<file path="src/gripper_current_stop_sequencer_assert.svh">
// Assertion macros for the gripper current-stop sequencer.
`ifndef GRIPPER_CURRENT_STOP_SEQUENCER_ASSERT_SVH
`define GRIPPER_CURRENT_STOP_SEQUENCER_ASSERT_SVH

// same-cycle implication, sampled on clk, off during reset
`define GCSS_ASSERT_NOW(label, ante, cons) \
	label: assert property (@(posedge clk) disable iff (!arst_n) (ante) |-> (cons)) \
		else $error("gcss same-cycle check failed");

// next-cycle implication, sampled on clk, off during reset
`define GCSS_ASSERT_NEXT(label, ante, cons) \
	label: assert property (@(posedge clk) disable iff (!arst_n) (ante) |=> (cons)) \
		else $error("gcss next-cycle check failed");

`endif

</file>
<file path="src/gcss_pkg.sv">
// Shared widths, constants, register indexes and pulse helper for the gripper sequencer.
package gcss_pkg;

	localparam int CMD_W     = 2;
	localparam int CURRENT_W = 12;
	localparam int SPEED_W   = 9;
	localparam int PULSE_W   = 11;
	localparam int MODE_W    = 3;
	localparam int CFG_IDX_W = 3;
	localparam int CFG_DATA_W = 12;

	localparam logic [CMD_W-1:0] CMD_NONE  = 2'd0;
	localparam logic [CMD_W-1:0] CMD_CLOSE = 2'd1;
	localparam logic [CMD_W-1:0] CMD_OPEN  = 2'd2;

	localparam logic [CFG_IDX_W-1:0] CFG_LIMIT_A   = 3'd0;
	localparam logic [CFG_IDX_W-1:0] CFG_LIMIT_B   = 3'd1;
	localparam logic [CFG_IDX_W-1:0] CFG_REVERSE_A = 3'd2;
	localparam logic [CFG_IDX_W-1:0] CFG_REVERSE_B = 3'd3;
	localparam logic [CFG_IDX_W-1:0] CFG_SPEED_A   = 3'd4;
	localparam logic [CFG_IDX_W-1:0] CFG_SPEED_B   = 3'd5;

	localparam logic [PULSE_W-1:0] PULSE_MID = 11'd1500;
	localparam logic [PULSE_W-1:0] PULSE_MIN = 11'd1000;
	localparam logic [PULSE_W-1:0] PULSE_MAX = 11'd2000;

	// pulse while winding: mid plus speed when direction adds, else minus, clamped
	function automatic logic [PULSE_W-1:0] winding_pulse(
		logic [SPEED_W-1:0] spd,
		logic               rev,
		logic               opening
	);
		logic [PULSE_W-1:0] p;
		if (rev ^ opening) begin
			p = PULSE_MID + PULSE_W'(spd);
		end else begin
			p = PULSE_MID - PULSE_W'(spd);
		end
		if (p < PULSE_MIN) begin
			p = PULSE_MIN;
		end
		if (p > PULSE_MAX) begin
			p = PULSE_MAX;
		end
		return p;
	endfunction

endpackage

</file>
<file path="src/gcss_if.sv">
// Channel interfaces of the gripper sequencer: configuration, command tick and status.
interface gcss_cfg_if;
	import gcss_pkg::*;
	logic                  valid;
	logic                  ready;
	logic [CFG_IDX_W-1:0]  index;
	logic [CFG_DATA_W-1:0] data;
	modport source (output valid, index, data, input ready);
	modport sink (input valid, index, data, output ready);
endinterface

interface gcss_cmd_if;
	import gcss_pkg::*;
	logic                 valid;
	logic                 ready;
	logic [CMD_W-1:0]     command;
	logic                 manual_hold;
	logic [CURRENT_W-1:0] current_a_ma;
	logic [CURRENT_W-1:0] current_b_ma;
	modport source (output valid, command, manual_hold, current_a_ma, current_b_ma,
		input ready);
	modport sink (input valid, command, manual_hold, current_a_ma, current_b_ma,
		output ready);
endinterface

interface gcss_status_if;
	import gcss_pkg::*;
	logic               valid;
	logic               ready;
	logic [PULSE_W-1:0] pulse_a_us;
	logic [PULSE_W-1:0] pulse_b_us;
	logic               power_on;
	logic               grasp_complete;
	logic               release_complete;
	logic [MODE_W-1:0]  coordinator_mode;
	modport source (output valid, pulse_a_us, pulse_b_us, power_on, grasp_complete,
		release_complete, coordinator_mode, input ready);
	modport sink (input valid, pulse_a_us, pulse_b_us, power_on, grasp_complete,
		release_complete, coordinator_mode, output ready);
endinterface

</file>
<file path="src/gripper_current_stop_sequencer.sv">
// Gripper current-stop sequencer: two winch machines and a grasp/release coordinator.
// Status: each tick's status is registered and appears in the cycle after the command transaction is accepted.
// Throughput: one tick per cycle; the state registers double as the status register,
// so a new tick is taken whenever the status output is empty or being taken.
// Reset: arst_n clears all state, configuration to zero, pulses to 1500 us, status empty.
// Configuration writes are always ready and take effect on the next tick.
module gripper_current_stop_sequencer (
	input  logic                 clk,
	input  logic                 arst_n,
	gcss_cfg_if.sink             cfg,
	gcss_cmd_if.sink             cmd,
	gcss_status_if.source        status
);
	import gcss_pkg::*;

	typedef enum logic [MODE_W-1:0] {
		MODE_REST    = 3'd0,
		MODE_CLOSING = 3'd1,
		MODE_CLOSED  = 3'd2,
		MODE_OPENING = 3'd3,
		MODE_OPENED  = 3'd4
	} mode_t;

	logic [CURRENT_W-1:0] limit_q [2];
	logic [1:0]           reverse_q;
	logic [SPEED_W-1:0]   speed_q [2];

	mode_t              coord_mode_q, coord_mode_n;
	logic               pend_grasp_q, pend_grasp_n;
	logic               pend_release_q, pend_release_n;
	logic               grasp_flag_q, grasp_flag_n;
	logic               release_flag_q, release_flag_n;
	mode_t              winch_mode_q [2];
	mode_t              winch_mode_n [2];
	logic [1:0]         close_req_q, close_req_n;
	logic [1:0]         open_req_q, open_req_n;
	logic [1:0]         close_fin_q, close_fin_n;
	logic [1:0]         open_fin_q, open_fin_n;
	logic [PULSE_W-1:0] pulse_q [2];
	logic [PULSE_W-1:0] pulse_n [2];
	logic [1:0]         users_q, users_n;
	logic               out_valid_q;

	logic                 accept;
	logic [CURRENT_W-1:0] current [2];
	logic [1:0]           acquire;
	logic [1:0]           release_pwr;
	logic [1:0]           active_cnt;
	logic                 closed_tick;

	function automatic logic [1:0] users_step(logic [1:0] u, logic acq, logic rel);
		logic [1:0] r;
		r = u;
		if (acq && u != 2'd3) begin
			r = u + 2'd1;
		end else if (rel && u != 2'd0) begin
			r = u - 2'd1;
		end
		return r;
	endfunction

	assign cfg.ready  = 1'b1;
	assign cmd.ready  = !out_valid_q || status.ready;
	assign accept     = cmd.valid && cmd.ready;
	assign current[0] = cmd.current_a_ma;
	assign current[1] = cmd.current_b_ma;

	always_comb begin
		pend_grasp_n   = pend_grasp_q || (cmd.command == CMD_CLOSE);
		pend_release_n = pend_release_q || (cmd.command == CMD_OPEN);
		coord_mode_n   = coord_mode_q;
		grasp_flag_n   = grasp_flag_q;
		release_flag_n = release_flag_q;
		close_req_n    = close_req_q;
		open_req_n     = open_req_q;
		close_fin_n    = close_fin_q;
		open_fin_n     = open_fin_q;
		acquire        = 2'b00;
		release_pwr    = 2'b00;
		for (int w = 0; w < 2; w++) begin
			winch_mode_n[w] = winch_mode_q[w];
			pulse_n[w]      = pulse_q[w];
		end
		users_n = users_q;

		if (!cmd.manual_hold) begin
			for (int w = 0; w < 2; w++) begin
				case (winch_mode_q[w])
					MODE_REST: begin
						if (close_req_q[w]) begin
							pulse_n[w]      = PULSE_MID;
							acquire[w]      = 1'b1;
							close_req_n[w]  = 1'b0;
							close_fin_n[w]  = 1'b0;
							winch_mode_n[w] = MODE_CLOSING;
						end else if (open_req_q[w]) begin
							pulse_n[w]      = PULSE_MID;
							acquire[w]      = 1'b1;
							open_req_n[w]   = 1'b0;
							open_fin_n[w]   = 1'b0;
							winch_mode_n[w] = MODE_OPENING;
						end
					end
					MODE_CLOSING: begin
						pulse_n[w] = winding_pulse(speed_q[w], reverse_q[w], 1'b0);
						if (current[w] > limit_q[w]) begin
							winch_mode_n[w] = MODE_CLOSED;
						end
					end
					MODE_CLOSED: begin
						release_pwr[w]  = 1'b1;
						close_fin_n[w]  = 1'b1;
						winch_mode_n[w] = MODE_REST;
					end
					MODE_OPENING: begin
						pulse_n[w] = winding_pulse(speed_q[w], reverse_q[w], 1'b1);
						if (current[w] > limit_q[w]) begin
							winch_mode_n[w] = MODE_OPENED;
						end
					end
					MODE_OPENED: begin
						release_pwr[w]  = 1'b1;
						open_fin_n[w]   = 1'b1;
						winch_mode_n[w] = MODE_REST;
					end
					default: begin
						winch_mode_n[w] = MODE_REST;
					end
				endcase
			end
			users_n = users_step(users_step(users_q, acquire[0], release_pwr[0]),
				acquire[1], release_pwr[1]);

			case (coord_mode_q)
				MODE_REST: begin
					if (pend_grasp_n) begin
						close_req_n    = 2'b11;
						open_req_n     = 2'b00;
						pend_grasp_n   = 1'b0;
						grasp_flag_n   = 1'b0;
						coord_mode_n   = MODE_CLOSING;
					end else if (pend_release_n) begin
						close_req_n    = 2'b00;
						open_req_n     = 2'b11;
						pend_release_n = 1'b0;
						release_flag_n = 1'b0;
						coord_mode_n   = MODE_OPENING;
					end
				end
				MODE_CLOSING: begin
					if (close_fin_n[0] && close_fin_n[1]) begin
						coord_mode_n = MODE_CLOSED;
					end
				end
				MODE_CLOSED: begin
					grasp_flag_n = 1'b1;
					coord_mode_n = MODE_REST;
				end
				MODE_OPENING: begin
					if (open_fin_n[0] && open_fin_n[1]) begin
						coord_mode_n = MODE_OPENED;
					end
				end
				MODE_OPENED: begin
					release_flag_n = 1'b1;
					coord_mode_n   = MODE_REST;
				end
				default: begin
					coord_mode_n = MODE_REST;
				end
			endcase
		end
	end

	always_ff @(posedge clk or negedge arst_n) begin
		if (!arst_n) begin
			limit_q[0] <= '0;
			limit_q[1] <= '0;
			reverse_q  <= '0;
			speed_q[0] <= '0;
			speed_q[1] <= '0;
		end else if (cfg.valid) begin
			case (cfg.index)
				CFG_LIMIT_A:   limit_q[0]   <= cfg.data;
				CFG_LIMIT_B:   limit_q[1]   <= cfg.data;
				CFG_REVERSE_A: reverse_q[0] <= cfg.data[0];
				CFG_REVERSE_B: reverse_q[1] <= cfg.data[0];
				CFG_SPEED_A:   speed_q[0]   <= cfg.data[SPEED_W-1:0];
				CFG_SPEED_B:   speed_q[1]   <= cfg.data[SPEED_W-1:0];
				default: begin
				end
			endcase
		end
	end

	always_ff @(posedge clk or negedge arst_n) begin
		if (!arst_n) begin
			coord_mode_q    <= MODE_REST;
			pend_grasp_q    <= 1'b0;
			pend_release_q  <= 1'b0;
			grasp_flag_q    <= 1'b0;
			release_flag_q  <= 1'b0;
			winch_mode_q[0] <= MODE_REST;
			winch_mode_q[1] <= MODE_REST;
			close_req_q     <= '0;
			open_req_q      <= '0;
			close_fin_q     <= '0;
			open_fin_q      <= '0;
			pulse_q[0]      <= PULSE_MID;
			pulse_q[1]      <= PULSE_MID;
			users_q         <= '0;
			out_valid_q     <= 1'b0;
		end else begin
			if (accept) begin
				coord_mode_q    <= coord_mode_n;
				pend_grasp_q    <= pend_grasp_n;
				pend_release_q  <= pend_release_n;
				grasp_flag_q    <= grasp_flag_n;
				release_flag_q  <= release_flag_n;
				winch_mode_q[0] <= winch_mode_n[0];
				winch_mode_q[1] <= winch_mode_n[1];
				close_req_q     <= close_req_n;
				open_req_q      <= open_req_n;
				close_fin_q     <= close_fin_n;
				open_fin_q      <= open_fin_n;
				pulse_q[0]      <= pulse_n[0];
				pulse_q[1]      <= pulse_n[1];
				users_q         <= users_n;
				out_valid_q     <= 1'b1;
			end else if (status.ready) begin
				out_valid_q <= 1'b0;
			end
		end
	end

	assign status.valid            = out_valid_q;
	assign status.pulse_a_us       = pulse_q[0];
	assign status.pulse_b_us       = pulse_q[1];
	assign status.power_on         = (users_q != 2'd0);
	assign status.grasp_complete   = grasp_flag_q;
	assign status.release_complete = release_flag_q;
	assign status.coordinator_mode = coord_mode_q;

	assign active_cnt = {1'b0, winch_mode_q[0] != MODE_REST}
		+ {1'b0, winch_mode_q[1] != MODE_REST};
	assign closed_tick = accept && !cmd.manual_hold && coord_mode_q == MODE_CLOSED;

`include "gripper_current_stop_sequencer_assert.svh"

	`GCSS_ASSERT_NOW(a_users_match_active, 1'b1, users_q == active_cnt)
	`GCSS_ASSERT_NEXT(a_stall_freezes_state, !cmd.ready, $stable(coord_mode_q) && $stable(users_q))
	`GCSS_ASSERT_NEXT(a_closed_sets_flag, closed_tick, grasp_flag_q && coord_mode_q == MODE_REST)

endmodule

</file>
<file path="src/flat_wrapper.sv">
// flat-port wrapper written by rule: the top's interface ports become plain ports
module gripper_current_stop_sequencer_flat import gcss_pkg::*;
  (clk, arst_n, cfg_valid, cfg_index, cfg_data, cfg_ready, cmd_valid, cmd_command, cmd_manual_hold, cmd_current_a_ma, cmd_current_b_ma, cmd_ready, status_valid, status_pulse_a_us, status_pulse_b_us, status_power_on, status_grasp_complete, status_release_complete, status_coordinator_mode, status_ready);
  gcss_cfg_if cfg_i ();
  gcss_cmd_if cmd_i ();
  gcss_status_if status_i ();
  input  logic clk;
  input  logic arst_n;
  input wire logic [$bits(cfg_i.valid)-1:0] cfg_valid;
  input wire logic [$bits(cfg_i.index)-1:0] cfg_index;
  input wire logic [$bits(cfg_i.data)-1:0] cfg_data;
  output wire logic [$bits(cfg_i.ready)-1:0] cfg_ready;
  input wire logic [$bits(cmd_i.valid)-1:0] cmd_valid;
  input wire logic [$bits(cmd_i.command)-1:0] cmd_command;
  input wire logic [$bits(cmd_i.manual_hold)-1:0] cmd_manual_hold;
  input wire logic [$bits(cmd_i.current_a_ma)-1:0] cmd_current_a_ma;
  input wire logic [$bits(cmd_i.current_b_ma)-1:0] cmd_current_b_ma;
  output wire logic [$bits(cmd_i.ready)-1:0] cmd_ready;
  output wire logic [$bits(status_i.valid)-1:0] status_valid;
  output wire logic [$bits(status_i.pulse_a_us)-1:0] status_pulse_a_us;
  output wire logic [$bits(status_i.pulse_b_us)-1:0] status_pulse_b_us;
  output wire logic [$bits(status_i.power_on)-1:0] status_power_on;
  output wire logic [$bits(status_i.grasp_complete)-1:0] status_grasp_complete;
  output wire logic [$bits(status_i.release_complete)-1:0] status_release_complete;
  output wire logic [$bits(status_i.coordinator_mode)-1:0] status_coordinator_mode;
  input wire logic [$bits(status_i.ready)-1:0] status_ready;
  assign cfg_i.valid = cfg_valid;
  assign cfg_i.index = cfg_index;
  assign cfg_i.data = cfg_data;
  assign cfg_ready = cfg_i.ready;
  assign cmd_i.valid = cmd_valid;
  assign cmd_i.command = cmd_command;
  assign cmd_i.manual_hold = cmd_manual_hold;
  assign cmd_i.current_a_ma = cmd_current_a_ma;
  assign cmd_i.current_b_ma = cmd_current_b_ma;
  assign cmd_ready = cmd_i.ready;
  assign status_valid = status_i.valid;
  assign status_pulse_a_us = status_i.pulse_a_us;
  assign status_pulse_b_us = status_i.pulse_b_us;
  assign status_power_on = status_i.power_on;
  assign status_grasp_complete = status_i.grasp_complete;
  assign status_release_complete = status_i.release_complete;
  assign status_coordinator_mode = status_i.coordinator_mode;
  assign status_i.ready = status_ready;
  gripper_current_stop_sequencer u_core (.clk(clk), .arst_n(arst_n), .cfg(cfg_i), .cmd(cmd_i), .status(status_i));
endmodule
</file>
<file path="config.mk">
export PLATFORM = sky130hd
export DESIGN_NAME = gripper_current_stop_sequencer_flat
export DESIGN_NICKNAME = d
export VERILOG_FILES = /design/src/gcss_pkg.sv /design/src/gcss_if.sv /design/src/gripper_current_stop_sequencer.sv /design/src/flat_wrapper.sv
export VERILOG_INCLUDE_DIRS = /design/src /design/src/src
export SDC_FILE = /design/constraint.sdc
export NUM_CORES = 1
export LEC_CHECK = 0
export BUFFER_PORTS_ARGS = -buffer_cell sky130_fd_sc_hd__buf_2
export CAP_MARGIN = 10
export CORE_AREA = 3 3 109 111
export CTS_CLUSTER_DIAMETER = 80
export DETAILED_ROUTE_END_ITERATION = 7
export DIE_AREA = 0 0 112 114
export GPL_ROUTABILITY_DRIVEN = 1
export GPL_TIMING_DRIVEN = 0
export PLACE_DENSITY = 0.79
export SYNTH_ARGS = -nofsm -noshare
export SYNTH_HDL_FRONTEND = slang
export SYNTH_SLANG_ARGS = --single-unit
</file>
<file path="constraint.sdc">
create_clock -name clk -period 3.6 [get_ports clk]
set_input_delay 0 -clock clk [delete_from_list [all_inputs] [get_ports clk]]
set_output_delay 0 -clock clk [all_outputs]
set_load 0.02 [all_outputs]
</file>
==> out/qor.yml <==
min_path:
  hold_path.class: "input pin to flip-flop"
  whs_path_depth: 3
  holdPathEnd: "u_core.pend_grasp_q"
  min-delay-start: "cmd_manual_hold"
synth:
  syn_nets: 840
  synth-adder-area-share: 0.07185
  yosysTopAreaCell: "dfrtp_1"
  synth_compound_area_frac: 0.2476
  synth-edff-count: 0
  synthesis.area_mm2: 0.006409
  synth-seq-area-share: 0.3542
  muxShareOfSynthArea: 0.04432
  syn_avg_cell_area_um2: 8.466
  synth_xor_area_frac: 0.04100
  synth_top_family_by_area: "compound AO/OA/AOI/OAI gates"
  ys_seq_elements: 90
  synth_top_area_frac: 0.2968
  ys_types: 73
  synth-main-ff-cell: "dfrtp_1"
  async_reset_ff_frac: 1.000
  netlist_instances: 757
  synth_simple_gate_area_share: 0.1843
  synthTopCellsByArea: "dfrtp_1 (30%), ha_1 (7.0%), o21ai_0 (6.2%)"
  synth_warnings: 0
placed_design:
  port_buffers: 76
  dp_hpwl_um: 12450
  placedCellCount: 974
  place_congestion: 0.9039
critical_path:
  worst-path-max-fanout: 7
  cp.arrival_ns: 3.44
  required_ns: 3.90
  reg2reg_setup_slack_ns: 0.46
  crit_type: "flip-flop to flip-flop"
  r2r-end: "u_core.status.pulse_b_us[2]"
  start_kind: "flip-flop"
  r2r_cells: 10
  endpoint_kind: "flip-flop"
  r2r_start: "u_core.speed_q[1]"
final_layout:
  fin_nets: 949
  drive_above_1_share: 0.1825
  num_antenna_cells: 0
  area_growth_pct: 15.60
  stdcell_count: 1011
timing:
  drv_slew: 0
  clock_skew_ns: 0.01637
  final-setup-viol-count: 0
  period_needed_ns: 3.142
  tns_ns: 0
  hold_ws_ns: 0.008618
  rsz0062_at_grt: "no"
  tightest_slew_ns: 0.8144
  slew_headroom: 0.4559
  hold_viol_final: 0
  finalCritPeriodShare: 0.8727
  fmax_mhz: 318.3
detailed_routing:
  wl_per_cell_um: 16.68
  ant_nets: 0
  drc: 0
  finalWirelength_um: 16860
  dr_total_vias: 6143
  drt-initial-drc-count: 512
  vias_per_cell: 6.076
  dr.pass1.iters: 6
clock_network:
  clk_pin_slew_ns: 0.10
  htree_levels: 3
  post_cts_buffers: 0
  cts_tree: "done"
  cts_buffer_depth: 2
  clockRootBuffer: "clkbuf_8"
  cts_hold_buffers: 21
  clk_latency_ns: 0.38
  post_cts_resized: 0
  numCtsBuffers: 9
  cts.sinks: 90
status:
  status: "finished clean"
power:
  peakVddDrop_v: 0.0003510
  p_per_area_mw_per_mm2: 700.6
  power_leakage_nw: 3.250
  total_power_mw: 5.190
grt:
  overflow: 0
  antenna_found_initial: 0
  grt_pass1_vias: 5910
  grtUsageTotal: 0.2697
  grt_max_degree: 48
  grt_pass1_wl_um: 28320
floorplan:
  num_rows: 38
  die_w_um: 112
  start_util: 0.5886
  die-area_mm2: 0.01277
  ios: 78
  core_mm2: 0.01089
  die_y_um: 114
flow_run:
  maxCapViolations: 0
## metrics by stage
stage / utilization / cell area, um^2 / setup slack [ns]
floorplan: - / 6409 / 0.9451
global placement: 0.6396 / 6964 / 0.6489
detailed placement: 0.6424 / 6994 / 0.5334
CTS: 0.6804 / 7408 / 0.5054
global route: 0.6804 / 7408 / 0.1770
finish: 0.6804 / 7408 / 0.4584
## layout by cell type, fill, tap and decap left out, types with 8 or more instances in the layout
cell            n
dfstp_2        14
nand3_1        11
dfrtp_1        76
o21ai_0        79
nor3_1         22
nand4_1        10
mux2_2         19
clkbuf_8       10
dlygate4sd3_1  21
nand2_1        80
ha_1           36
buf_2          87
inv_1          49
nor3b_1         8
nand2b_1       14
a22oi_1        10
or3_1          11
a21oi_1        41
nor2_1         52
a21o_1         20
xnor2_1        29
o31ai_1         8
clkbuf_1       25
nor2b_1        13
## how the worst max path moves through the flow
stage	end	cells past startpoint	from	slack [ns]
2_1_floorplan	u_core.status.pulse_a_us[0]	9	u_core.speed_q[9]	0.95
3_3_place_gp	u_core.status.pulse_b_us[2]	10	u_core.speed_q[0]	0.65
3_5_place_dp	u_core.status.pulse_b_us[2]	10	u_core.speed_q[0]	0.53
4_1_cts	u_core.status.pulse_b_us[2]	10	u_core.speed_q[0]	0.51
5_1_grt	u_core.status.pulse_b_us[2]	10	u_core.speed_q[0]	0.18
6_report	u_core.status.pulse_b_us[2]	10	u_core.speed_q[1]	0.46
## sequential cells by signal (all words and copies together) (netlist names), 3 cells and up
register,cells
u_core.status.coordinator_mode,3
u_core.winch_mode_q,6
u_core.status.pulse_a_us,11
u_core.status.pulse_b_us,11
u_core.speed_q,18
u_core.limit_q,24
## cells by family (layout without fill, tap and decap cells)
kind of cell / after synthesis / in the layout
muxes: 26 / 26
xor gates and xnor gates: 30 / 30
and+or+nand+nor: 243 / 243
adders and majority gates: 37 / 37
DFF: 90 / 90
AOI/OAI and AO/OA: 239 / 239
other: 1 / 1
buffers and inverters: 91 / 205
## Yosys cell counts, drive strengths merged, types with 19 or more instances
library cell and count:
mux2 19, a21o 20, nor3 22, o21ai 79, nor2 52, dfrtp 76
a21oi 43, clkbuf 24, nand2 80, ha 36, inv 50, xnor2 29
## per-layer routing
layer,up-vias,global-route usage,routed length [um]
li1,2938,-,-
met1,2939,0.3533,7296
met2,232,0.4556,8063
met3,34,0.03873,1090
met4,0,0.1042,408
met5,-,0,0
## critical path, cell delays in order (launching register included)
cell	delay, ns
dfrtp_1	0.49
inv_1	0.11
ha_1	0.26
a21boi_2	0.32
a211oi_1	0.13
a211oi_1	0.37
nand3_1	0.24
o41ai_1	0.48
o21ba_2	0.24
a221oi_1	0.34
nor2_1	0.08
## area by class of cell
cell class              instances  area (um^2)
multi-input cells             576         3779
clock inverters                 5        62.56
plain buffers                  41        172.7
repair buffers                 98        620.6
clock buffers                  11        141.4
flip-flops and latches         90         2270
inverters                      50        187.7
well taps                     140        175.2
fillers                       859         3480
## power breakdown
part	total [mW]	internal, mW	leakage [nW]	switching, mW
Sequential	1.60	1.38	1.08	0.224
Combinational	2.85	1.12	2.08	1.73
Clock	0.736	0.344	0.0962	0.392
Power figures use the tool's default switching activity.
